===== config.mk =====
export PLATFORM = sky130hd
export DESIGN_NAME = sgi_back
export DESIGN_NICKNAME = d
export VERILOG_FILES = /design/src/hdl/sgi_pkg.sv /design/src/hdl/sgi_back.sv
export SDC_FILE = /design/constraint.sdc
export NUM_CORES = 1
export LEC_CHECK = 0
export ABC_CLOCK_PERIOD_IN_PS = 4050
export BUFFER_PORTS_ARGS = -buffer_cell sky130_fd_sc_hd__buf_2
export CAP_MARGIN = 10
export CORE_MARGIN = 2
export CORE_UTILIZATION = 30
export DETAILED_ROUTE_END_ITERATION = 8
export GPL_ROUTABILITY_DRIVEN = 1
export SETUP_SLACK_MARGIN = 0.15
export SLEW_MARGIN = 25
export SYNTH_ARGS = -nofsm -noshare
export SYNTH_HDL_FRONTEND = slang
export SYNTH_SLANG_ARGS = --single-unit

===== constraint.sdc =====
create_clock -name vclk -period 4.05
set_input_delay 0 -clock vclk [all_inputs]
set_output_delay 0 -clock vclk [all_outputs]
set_load 0.02 [all_outputs]

===== src/hdl/sgi_pkg.sv =====
package sgi_pkg;

  // quotient bits produced by the divider chain, one per cell
  localparam int QUO_BITS = 32;

  // tolerance register
  localparam int TOL_BITS = 16;
  localparam logic [TOL_BITS-1:0] TOL_RESET = 16'd1;
  localparam logic [1:0] REG_TOLERANCE_ADDR = 2'd0;

  // opcodes
  localparam logic [1:0] OP_LINE_LINE = 2'd0;
  localparam logic [1:0] OP_LINE_SEG  = 2'd1;
  localparam logic [1:0] OP_SEG_SEG   = 2'd2;

  // saturation limits
  localparam logic signed [31:0] Q_MAX = 32'sh7FFF_FFFF;
  localparam logic signed [31:0] Q_MIN = 32'sh8000_0000;

  // per-item control flags that travel with the divider chain
  typedef struct packed {
    logic [1:0] op;
    logic       par;
    logic       negx;
    logic       negy;
    logic       bigx;
    logic       bigy;
  } sgi_ctl_t;

  // finished result
  typedef struct packed {
    logic               hit;
    logic               parallel;
    logic               clipped;
    logic signed [31:0] cross_x;
    logic signed [31:0] cross_y;
  } sgi_res_t;

endpackage


===== src/hdl/sgi_back.sv =====
module sgi_back #(
  parameter int COORD_BITS = 16,
  parameter int FRAC_BITS  = 16,
  parameter int SIDE_W     = 8*COORD_BITS
) (
  input  sgi_pkg::sgi_ctl_t           ctl,
  input  logic [SIDE_W-1:0]           side,
  input  logic [31:0]                 quo_x,
  input  logic [31:0]                 quo_y,
  input  logic [sgi_pkg::TOL_BITS-1:0] tol,
  output sgi_pkg::sgi_res_t           res
);
  import sgi_pkg::*;

  localparam int C  = COORD_BITS;
  localparam int BW = (C + FRAC_BITS + 2 > 34) ? C + FRAC_BITS + 2 : 34;

  logic               clx, cly;
  logic signed [31:0] vx, vy;
  logic signed [BW-1:0] ex, ey, tl;
  logic signed [BW-1:0] lo [8];
  logic                 inb [4];
  logic                 box_q, box_p;

  // sign, saturate
  always_comb begin
    if (ctl.negx) begin
      clx = ctl.bigx || (quo_x[31] && (quo_x[30:0] != '0));
      vx  = clx ? Q_MIN : -$signed(quo_x);
    end else begin
      clx = ctl.bigx || quo_x[31];
      vx  = clx ? Q_MAX : $signed(quo_x);
    end
    if (ctl.negy) begin
      cly = ctl.bigy || (quo_y[31] && (quo_y[30:0] != '0));
      vy  = cly ? Q_MIN : -$signed(quo_y);
    end else begin
      cly = ctl.bigy || quo_y[31];
      vy  = cly ? Q_MAX : $signed(quo_y);
    end
  end

  // scaled box bounds widened by the tolerance; side holds min/max pairs
  always_comb begin
    ex = BW'(vx);
    ey = BW'(vy);
    tl = BW'(tol);
    for (int k = 0; k < 8; k++) begin
      lo[k] = BW'($signed(side[(7-k)*C +: C])) <<< FRAC_BITS;
    end
    // pairs: first x, first y, second x, second y
    inb[0] = (ex >= lo[0] - tl) && (ex <= lo[1] + tl);
    inb[1] = (ey >= lo[2] - tl) && (ey <= lo[3] + tl);
    inb[2] = (ex >= lo[4] - tl) && (ex <= lo[5] + tl);
    inb[3] = (ey >= lo[6] - tl) && (ey <= lo[7] + tl);
    box_p  = inb[0] && inb[1];
    box_q  = inb[2] && inb[3];
  end

  // zero everything on a parallel pair
  always_comb begin
    if (ctl.par) begin
      res = '0;
      res.parallel = 1'b1;
    end else begin
      res.parallel = 1'b0;
      res.clipped  = clx || cly;
      res.cross_x  = vx;
      res.cross_y  = vy;
      res.hit      = ((ctl.op == OP_LINE_LINE) || box_q) && (!ctl.op[1] || box_p);
    end
  end

endmodule


; ---- After elaboration in Yosys (flattened, before gate mapping)
; Cells that the tools add are included.
[word_totals]
input_bits = 215
output_inout_bits = 67
word_cells = 47
reg_bits = 0
[op_classes]
muxes = 9
magnitude_cmp = 8
reduce_logical = 20
n_addsub = 10
[ops]
columns = cell, count
row1 = $mux W32, 6
row2 = $add A32 B17 Y33, 4
row3 = $ge A32 B33 Y1, 4
row4 = $le A32 B33 Y1, 4
row5 = $sub A32 B17 Y33, 4
row6 = $mux W67, 1
row7 = $neg A32 Y32, 2
row8 = $reduce_bool A31 Y1, 2
row9 = $logic_and A1 B1 Y1, 9
row10 = $logic_or A1 B1 Y1, 7
row11 = $logic_not A2 Y1, 1
row12 = $mux W1, 2
row13 = $logic_not A1 Y1, 1

; ---- Longest topological paths before layout
[logic_depth]
word_depth = 11
ltp_mapped = 20
depth_no_buf = 19

; ---- Worst setup path before layout
; OpenSTA, ideal clock, no wires.
[synth_path]
kind = input to output
startpoint = input port quo_y[10]
endpoint = output port res[66] in the netlist's numbering
path_slack_ns = -0.036
t_required_ns = 4.050
arrival_time_ns = 4.086
stages = 17
path_cell_list = or4_1 > nor4_4 > nand4_4 > o41ai_4 > nand3_2 > clkbuf_1 > or3b_1 > nand3_1 > ha_1 > a211oi_1 > nor2_1 > a2111o_1 > a211oi_1 > o21ai_0 > a31oi_1 > nand4b_1 > a21oi_1
[synth_rtl]
columns = item, line_no
row1 = start: declaration, sgi_back.sv:9  ; input logic [31:0] quo_y,
row2 = end: declaration, sgi_back.sv:11  ; output sgi_pkg::sgi_res_t res

==> results summary <==
Ranked by total cell area, the synthesized netlist is headed by ha_1, xnor2_1, nor2_1, o21ai_0, nand2_1. The fraction of the yosys area taken by sequential cells is 0%. The first global-routing pass estimated 60,200 um of wire. Synthesis produced a netlist whose cell count is 1,293. The die is 175 um tall. The highest clock rate is ~230 MHz. The detailed-route DRC error count is 0.

The largest vdd supply drop is 0.0432 mV. The max-capacitance violation count is 0. Input and output buffers added on the ports amount to between 200 and 300. STA classifies the critical path endpoint as a primary output. Summing over every cut layer, the via total after detailed routing is 11.9k. Of all nets on the critical path, the largest fanout is 6. The overall die area is 0.0305 mm2. The tightest min-delay check is of the input pin to primary output type. The total of warnings raised by yosys came out at 0. The post-synthesis cell type count came out at 77. The average wire length per cell after detail routing came out at 17.7 um. The worst setup path is launched from an input pin. The post-layout worst setup margin is -297 ps. The via count of the first global-routing pass is 11.5k.

Once layout is complete, the cells apart from fillers number 2,209. The flow ran to the end, but the final reports show violations. The clock tree buffer count of the final layout came out at 0. The worst setup timing slack at the placement stage is -499 ps. The pre-antenna-repair detailed-routing pass consisted of 5 iterations.

The core occupancy in the finished layout came out at 46.3%. The first-iteration detailed-routing DRC count came out at 813. The max-slew violation total from the final report is 0. The minimum clock period after layout is 4350 ps. The worst-case headroom to the max-slew limit came out at 50.3%.

Of all cell types, the one taking the most synthesized area is ha_1. The placed cell count is 2,177. In this run the static leakage power is 6.50 nW.

The final-report hold violation count is 0. After legalization and detailed placement, the total HPWL measured roughly 33,000 um. Across the whole layout, storage elements account for 0 um2. Setup repair after global routing could not meet its margin everywhere.

The final period utilization came out at 107%. The worst-case hold slack is between 300 and 400 ps. The count of nets after finishing came out at 2,236. The netlist area before placement is 0.00874 mm2.

Setup violations remaining at the end of the flow were counted as 1. The arrival time reported for the critical path endpoint is around 4400 ps. The share of layout cells above drive strength 1 came out at around 37%. The post-synthesis area per instance is 6.76 um2. The final reports fail on negative setup slack. In this run the remaining antenna-violating nets after routing total 0. Pin placement for this block handled 282 I/O pins. The startpoint identified for the worst hold timing path is ctl[6]. For the final routed database, the setup TNS stands at -297 ps. The cell row count is between 60 and 70.

The cell depth of the worst hold path is 4. The residual overflow from global routing is 0. Summing internal, switching and leakage power gives 1.61 mW. Global routing used 24.2% of the available tracks. The die extent in x came out at 175 um.

The starting density of the core is about 30%. The area fraction of the dominant cell type after synthesis came out at 28.2%. Yosys instantiated no cell more often than ha_1. Counting every net in the synthesized netlist gives about 1.7k.

For hold timing, the worst endpoint is res[66]. The final weighted congestion in routability-driven placement is 0.973. In the routed layout, each cell is associated on average with a via count of 5.41. In the synthesized netlist, the cells that appear most often are ha_1, nor2_1, nand2_1. The placeable core region came out at 0.0287 mm2.

The placement-stage cell area is about 0.013 mm2. The initial antenna violation count is 4. The largest net degree at the start of global routing came out at 37. Dividing total power by cell area gives a power density of approximately 120 mW/mm2.

The finished layout cell area is between 0.01 and 0.015 mm2. STA puts the critical path data required time at 4050 ps. By startpoint and endpoint, the worst setup path is classified as input pin to primary output. The number of fill cells in the layout came out at 3,034. The final layout contains a sequential cell count of 0.

The final routed wirelength across all metal layers is 39,100 um. At the pin with the least slew margin, the transition time is 746 ps. The layout overhead on the synthesized area is 52.0%.
-- area by class of cell --
class | instances | area, um2 | share of cell area [%]
Multi-Input combinational cell | 1157 | 8770 | 66.0
Antenna cell | 3 | 7.51 | 0.0565
Timing Repair Buffer | 565 | 3650 | 27.5
Tap cell | 384 | 480 | 3.62
Inverter | 100 | 375 | 2.83
-- cells by family (layout without fill, tap and decap cells) --
family	count (synthesis)	after routing	share of synthesized area, %
fa+ha+maj	197	197	28.2
mux	3	3	0.358
simple gates	584	584	35.6
other cells	0	3	0
compound gates	296	296	22.2
xor+xnor	77	77	7.72
buf+inv	136	665	5.93
-- where the power goes --
part	switching [mW]	total (mW)	internal, mW
Clock	0	0.0000000996	0.0000000996
Sequential	0	0	0
Combinational	0.882	1.61	0.732
-- placed cells by master, fill, tap and decap left out, types with 25 or more instances in the layout --
master,n
nand4_1,36
a31oi_1,25
nor2b_1,46
inv_1,100
nor2_1,111
nor3_1,68
buf_4,270
nand2_1,99
ha_1,188
xnor2_1,65
o21ai_0,67
nand3_1,52
a21oi_1,69
buf_2,279
-- repair_timing --
item,in CTS,in global routing
endpoints found under the hold margin,0,0
buffers inserted,11,17
gates cloned,0,1
hold buffers,0,0
resized for setup,36,69
endpoints found under the setup margin,1,1
pin swaps,27,42
-- how the worst max path moves through the flow --
stage | end | start
2_1_floorplan | res[66] | quo_y[10]
3_3_place_gp | res[66] | quo_x[17]
3_5_place_dp | res[66] | quo_x[17]
4_1_cts | res[66] | quo_y[9]
5_1_grt | res[66] | quo_y[15]
6_report | res[66] | quo_x[0]
-- critical path, stage by stage --
cell      delay [ps]
buf_2             90
inv_1             40
ha_1             190
nor3b_1          150
and2_1           170
nand4_1          160
nor4b_4           80
buf_4            140
or2_2            300
buf_4            170
and3_1           150
or4_1            560
buf_4            170
ha_1             180
a21oi_1          120
o21ai_0          160
a211o_1          370
a211oi_4         280
o221ai_1         150
a22o_1           280
a32oi_1          230
a21oi_2           50
buf_6            130
-- routing by layer --
layer / part of all wire, % / global-route usage [%] / vias up
li1: - / - / 5890
met5: 0.033 / 0 / -
met2: 46 / 41.3 / 444
met1: 45 / 32.7 / 5538
met3: 5.8 / 2.26 / 72
met4: 2.7 / 5.87 / 2
Power figures use the tool's default switching activity.
