===== config.mk =====
export PLATFORM = sky130hd
export DESIGN_NAME = sgi_div_cell
export DESIGN_NICKNAME = d
export VERILOG_FILES = /design/src/hdl/sgi_pkg.sv /design/src/hdl/sgi_div_cell.sv
export SDC_FILE = /design/constraint.sdc
export NUM_CORES = 1
export LEC_CHECK = 0
export BUFFER_PORTS_ARGS = -buffer_cell sky130_fd_sc_hd__buf_2
export CORE_AREA = 4 4 238 240
export CTS_CLUSTER_SIZE = 25
export DETAILED_ROUTE_END_ITERATION = 10
export DIE_AREA = 0 0 242 244
export GPL_TIMING_DRIVEN = 1
export PLACE_DENSITY = 0.5
export SLEW_MARGIN = 10
export SYNTH_ARGS = -nofsm -noshare
export SYNTH_HDL_FRONTEND = slang
export SYNTH_SLANG_ARGS = --single-unit

===== constraint.sdc =====
create_clock -name clk -period 3.7 [get_ports clk]
set_clock_uncertainty 0.2 [all_clocks]
set_input_delay 0.74 -clock clk [delete_from_list [all_inputs] [get_ports clk]]
set_output_delay 0.74 -clock clk [all_outputs]
set_load 0.01 [all_outputs]

===== src/hdl/sgi_pkg.sv =====
package sgi_pkg;

  // quotient bits produced by the divider chain, one per cell
  localparam int QUO_BITS = 32;

  // tolerance register
  localparam int TOL_BITS = 16;
  localparam logic [TOL_BITS-1:0] TOL_RESET = 16'd1;
  localparam logic [1:0] REG_TOLERANCE_ADDR = 2'd0;

  // opcodes
  localparam logic [1:0] OP_LINE_LINE = 2'd0;
  localparam logic [1:0] OP_LINE_SEG  = 2'd1;
  localparam logic [1:0] OP_SEG_SEG   = 2'd2;

  // saturation limits
  localparam logic signed [31:0] Q_MAX = 32'sh7FFF_FFFF;
  localparam logic signed [31:0] Q_MIN = 32'sh8000_0000;

  // per-item control flags that travel with the divider chain
  typedef struct packed {
    logic [1:0] op;
    logic       par;
    logic       negx;
    logic       negy;
    logic       bigx;
    logic       bigy;
  } sgi_ctl_t;

  // finished result
  typedef struct packed {
    logic               hit;
    logic               parallel;
    logic               clipped;
    logic signed [31:0] cross_x;
    logic signed [31:0] cross_y;
  } sgi_res_t;

endpackage


===== src/hdl/sgi_div_cell.sv =====
module sgi_div_cell #(
  parameter int WD     = 35,
  parameter int SIDE_W = 128
) (
  input  logic                   clk,
  input  logic                   rst,
  input  logic                   en,
  input  logic                   prev_valid,
  input  sgi_pkg::sgi_ctl_t      prev_ctl,
  input  logic [SIDE_W-1:0]      prev_side,
  input  logic [WD-1:0]          prev_dmag,
  input  logic [WD-1:0]          prev_rem_x,
  input  logic [31:0]            prev_lo_x,
  input  logic [WD-1:0]          prev_rem_y,
  input  logic [31:0]            prev_lo_y,
  output logic                   valid,
  output sgi_pkg::sgi_ctl_t      ctl,
  output logic [SIDE_W-1:0]      side,
  output logic [WD-1:0]          dmag,
  output logic [WD-1:0]          rem_x,
  output logic [31:0]            lo_x,
  output logic [WD-1:0]          rem_y,
  output logic [31:0]            lo_y
);
  import sgi_pkg::*;

  logic [WD:0]   tx, ty, dd;
  logic          qx, qy;
  logic [WD-1:0] rx_next, ry_next;

  // one restoring step per coordinate: shift in the next dividend bit, try subtract
  always_comb begin
    dd      = {1'b0, prev_dmag};
    tx      = {prev_rem_x, prev_lo_x[31]};
    ty      = {prev_rem_y, prev_lo_y[31]};
    qx      = (tx >= dd);
    qy      = (ty >= dd);
    rx_next = qx ? WD'(tx - dd) : WD'(tx);
    ry_next = qy ? WD'(ty - dd) : WD'(ty);
  end

  always_ff @(posedge clk) begin
    if (rst) begin
      valid <= 1'b0;
    end else if (en) begin
      valid <= prev_valid;
    end
  end

  // hand the partial remainder and quotient to the next cell
  always_ff @(posedge clk) begin
    if (en) begin
      ctl   <= prev_ctl;
      side  <= prev_side;
      dmag  <= prev_dmag;
      rem_x <= rx_next;
      lo_x  <= {prev_lo_x[30:0], qx};
      rem_y <= ry_next;
      lo_y  <= {prev_lo_y[30:0], qy};
    end
  end

endmodule


## Yosys cells after proc, flatten, opt, wreduce, memory -nomap -nowiden

Index checks and enable logic that the tools add are counted.
W data, S select, Z words.

- Output and inout port bits: 305
- Bits in registers: 305

- Mux-type cells: 2
- Magnitude comparators: 2
- Add/subtract/negate cells: 2

Operators by type and width:

| cell | number |
|---|---|
| $ge A36 B35 Y1 | 2 |
| $mux W35 | 2 |
| $sub A35 B35 Y35 | 2 |

## Depth between registers and ports, before layout

- Depth in word-level cells: 2
- Gate-level depth with buffers: 13
- Depth with buffers taken out: 11

## Least setup slack after synthesis

No wires, ideal clock.

- Kind: input-to-reg
- Start point: input port prev_lo_y[31]
- End point: register rem_y[27] (data pin)
- Arrival: 3.105 ns
- Path slack: 0.133 ns
- Cell stages on the path: 12
- Cell sequence: inv_1 -> ha_1 -> fa_1 -> nand2b_1 -> a211oi_1 -> o2111ai_1 -> a211oi_1 -> o31a_1 -> or2_1 -> buf_4 -> buf_6 -> mux2_1

- Longest elaborated chain between the ends: 2
- Elaborated cells on any way between the ends: 3
- Classes of those cells: 1 x add/sub; 1 x order compare; 1 x mux

RTL lines:

| what | line | RTL |
|---|---|---|
| from (decl) | sgi_div_cell.sv:15 | `input logic [31:0] prev_lo_y,` |
| $sub A35 B35 Y35 / $ge A36 B35 Y1 (equally long branches) | sgi_div_cell.sv:39, sgi_div_cell.sv:37 |  |
| $mux W35 * | sgi_div_cell.sv:39 | `ry_next = qy ? WD'(ty - dd) : WD'(ty);` |
| via ry_next[27] | sgi_div_cell.sv:29 | `logic [WD-1:0] rx_next, ry_next;` |
| to (signal assigned) | sgi_div_cell.sv:58 | `rem_y <= ry_next;` |
| to (decl) | sgi_div_cell.sv:22 | `output logic [WD-1:0] rem_y,` |

Mark *: on every way through the listed nets, which the timed path passes. The rest lies on a longest branch.
A chain may end at the register's enable or synchronous reset.

## Worst setup path after layout

- Start point: input port prev_lo_y[31]
- End point: register rem_y[30] (data pin)

The elaborated chain is that of the path after synthesis.

==> reports/qor_table.md <==
| Metric | Reported | Unit |
| --- | --- | --- |
| Core area | 0.0547 | mm^2 |
| Vias per cell | 4.60 | - |
| Reg2reg end | valid | - |
| Largest net degree at the start of global routing | 68 | - |
| Total Routing Usage GR | 18.3 | % |
| Setup repair after global routing missed its margin | no | - |
| Sequential fraction of the synthesis area | 64.7 | % |
| Layout net count | 2199 | - |
| Worst slew slack as a fraction of its limit | 57.9 | % |
| Growth of design area from synthesis to finish | 41.8 | % |
| Leakage power figure | 8.74 | nW |
| Worst Tran Pin Value | 0.627 | ns |
| Final hold vios | 0 | - |
| Post-CTS Setup Inserts | 0 | - |
| Antenna violations before repair | 25 | - |
| Final Max Slew Viols | 0 | - |
| XOR/XNOR Fraction of Synth Area | 3.47 | % |
| Initial standard-cell utilization of the core | 25.8 | % |
| Number of synthesis warnings | 0 | - |
| End point of the worst hold path | valid | - |
| Utilization of the core after routing | 36.7 | % |
| Depth of the worst hold-timing path | 2 | - |
| Remaining DRCs | 0 | - |
| Clock Latency Late Sink | 0.54 | ns |
| Maximum root-to-sink buffer count | 3 | - |
| Post-synthesis mux area share | 0.930 | % |
| Largest cells by area after synthesis | edfxtp_1 (65%), ha_1 (6.2%), a21oi_1 (3.4%) | - |
| Setup Viol. Count Final | 0 | - |
| Total of cells resized after clock tree synthesis | 0 | - |
| Worst slack on hold paths | 0.150 | ns |
| Worst Hold Launch | rst | - |
| First-pass iteration count of the detailed router | 5 | - |
| Register-to-Register Path Depth | 2 | - |
| Sequential share of power | 44.2 | % |
| Count of input and output buffers | 612 | - |
| Path type of the worst min-delay path | in2reg | - |
| Floorplan die area | 0.0590 | mm^2 |
| Post-layout minimum cycle time | 3.53 | ns |
| Post-synthesis share of cell area spent on and, or, nand and nor gates | 8.93 | % |
| Clk pin slew, worst setup/hold paths | 0.06 | ns |
| Compound-gate portion of the synthesized area | 12.2 | % |
| Post-synthesis instance area | 0.0141 | mm^2 |
| Number of DRC violations after detailed-routing iteration 0 | 641 | - |
| Arrival time at the worst endpoint | 3.62 | ns |
| Comb power frac | 20.5 | % |
| Number of H-tree branching levels | 2 | - |
| Die Y-Extent | 244 | um |
| Startpoint of the worst setup timing path | prev_lo_y[31] | - |
| Cell count after synthesis | 1077 | - |
| DP Wirelength | 46.2 | mm |
| Worst voltage drop across the vdd grid | 287 | uV |
| Num ports | 613 | - |
| Mean post-synth cell area | 13.1 | um^2 |
| Outcome | complete, no violations | - |
| Max Clk Rate | 0.283 | GHz |
| Detail-routed net length per standard cell | 22.1 | um |
| Buffer type at the clock tree root | clkbuf_16 | - |
| Source of the worst register-to-register timing path | valid | - |
| CTS tree | yes | - |
| Switching Power | 2.76 | mW |
| Clock share of power | 35.3 | % |
| Hold-fix buffers, CTS | 0 | - |
| # clock sinks | 305 | - |
| Ys async rst share | 0 | % |
| Max Fanout on Critical Path | 3 | - |
| Vias | 11800 | - |
| Remaining global-route overflow | 0 | - |
| Critical path capture point type | register | - |
| Max Cap Viol | 0 | - |
| Dominant combinational cell family by area after synthesis | compound AO/OA/AOI/OAI gates | - |
| Top flip-flop cell by instance count after synthesis | edfxtp_1 | - |
| First-pass GRT wire length | 80.2 | mm |
| Net count after synthesis | 1457 | - |
| Required time worst endpoint | 3.79 | ns |
| Crit share post-route | 95.5 | % |
| Post-Route WL | 56.5 | mm |
| Leading area contributor after synthesis | edfxtp_1 | - |
| Sw Ratio | 28.3 | % |
| Power per cell area | 486 | mW/mm^2 |
| Number of library cell types mapped by synthesis | 77 | - |
| RD Place Congestion | 0.872 | - |
| Adder and majority cell fraction of the synthesized area | 6.48 | % |
| Element type at the critical path start | primary input | - |
| Worst reg-to-reg setup slack | 2.92 | ns |
| Row count | 86 | - |
| Worst setup path class | in2reg | - |
| EDFF count, synth | 304 | - |
| Area share of the leading cell type in the synthesized netlist | 64.6 | % |
| Routed Antenna Nets | 0 | - |
| Via count of the first global-routing pass | 11900 | - |
| Die width | 242 | um |
| Number of flip-flops and latches in the synthesized netlist | 305 | - |
| TritonCTS buffer count | 37 | - |
| Fraction of final layout cells with drive strength greater than 1 | 44.1 | % |
| Cell-internal power | 6.99 | mW |
per-layer routing:
| metal | global-route usage, % | up-vias | share of wire, % |
|---|---|---|---|
| met5 | 0 | - | 0.25 |
| met1 | 19.2 | 5650 | 36 |
| li1 | - | 5553 | - |
| met3 | 6.77 | 113 | 7.9 |
| met4 | 6.18 | 20 | 3.2 |
| met2 | 33.8 | 432 | 52 |
synthesized netlist by cell type, types with 4 or more instances:
master and count:
nand4_1 20, nand3_1 26, mux2_1 5, edfxtp_1 304, inv_1 56, buf_2 14
o21bai_1 10, xor2_1 25, nand2_1 90, o221ai_1 5, o21a_1 9, nor2_1 64
nand2b_1 13, a21oi_1 97, xnor2_1 31, clkbuf_1 8, o31ai_1 6, o21ai_1 24
mux2_2 4, a21o_1 21, buf_4 7, nor2b_1 7, nor3_1 13, o211ai_1 9
o21ai_0 41, and2_1 5, a31oi_1 11, buf_6 6, a211oi_1 6, ha_1 70
how the worst max path moves through the flow:
stage,slack (ns),cells past startpoint,endpoint
6_report,0.17,13,rem_y[30]
4_1_cts,0.18,12,rem_y[10]
3_3_place_gp,-0.36,12,rem_y[3]
3_5_place_dp,-0.39,12,rem_y[4]
5_1_grt,0.04,12,rem_y[8]
2_1_floorplan,0.13,12,rem_y[27]
layout by cell type, fill, tap and decap left out, types with 4 or more instances in the layout:
master	synthesis	layout
buf_2	14	611
edfxtp_1	304	304
buf_4	7	124
a21oi_1	97	97
nand2_1	90	90
ha_1	70	70
nor2_1	64	64
inv_1	56	56
o21ai_0	41	41
clkbuf_16	0	37
xnor2_1	31	31
nand3_1	26	26
xor2_1	25	25
o21ai_1	24	24
a21o_1	21	21
nand4_1	20	20
nand2b_1	13	13
nor3_1	13	13
a31oi_1	11	11
o21bai_1	10	10
o211ai_1	9	9
o21a_1	9	9
clkinv_1	0	9
clkinv_2	0	9
diode_2	0	7
nor2b_1	7	7
a211oi_1	6	6
o31ai_1	6	6
buf_12	0	6
and2_1	5	5
o221ai_1	5	5
mux2_1	5	5
mux2_2	4	4
clkbuf_1	8	4
final cells by class:
class                      count  area [um^2]
antenna                        7         17.5
clock buffer                  41          941
clock inverter                27          193
fill                        5480        34600
inverter                      56          210
multi-input combinational    677         4520
sequential                   305         9150
tap                          704          881
timing repair buffer         742         4120
worst max-delay path: stages:
cell and delay [ns]:
buf_2 0.09, inv_1 0.04, ha_1 0.20, fa_1 0.40
nand2b_1 0.18, a211oi_1 0.35, o2111ai_1 0.34, a2111oi_2 0.38
buf_4 0.18, o21ai_1 0.08, o21ai_0 0.23, xnor2_1 0.09
mux2_1 0.30
stage by stage:
stage               setup slack [ns]  std cells  setup TNS [ns]  power, mW  instance area [um^2]
finish                         0.167       2559               0       9.75                 20000
global route                  0.0378       2555               0       10.2                 20000
CTS                            0.183       2552               0       9.92                 20000
detailed placement            -0.390       2484          -13.29       6.40                 18900
global placement              -0.356       2484          -11.81       6.39                 18900
floorplan                      0.133       1077               0       5.33                 14100
flip-flops by register name, summed over array words and instances (netlist names):
signal  cells
lo_y       32
valid       1
ctl         7
side      128
rem_x      35
dmag       35
rem_y      35
lo_x       32
cells by family (layout without fill, tap and decap cells):
group,after synthesis,after routing
AOI/OAI and AO/OA,271,271
xor gates and xnor gates,56,56
adders and majority gates,72,72
buffers and inverters,95,866
DFF,305,305
muxes,12,12
other,0,7
and+or+nand+nor,266,266
power by group through the flow:
stage	logic (mW)	registers [mW]	clock network, mW
2_1_floorplan	0.769	4.56	0
3_3_place_gp	2.01	4.38	0
3_5_place_dp	2.02	4.38	0
4_1_cts	2.04	4.31	3.57
5_1_grt	2.19	4.34	3.72
6_report	2.00	4.31	3.44
(Power assumes the default switching activity.)
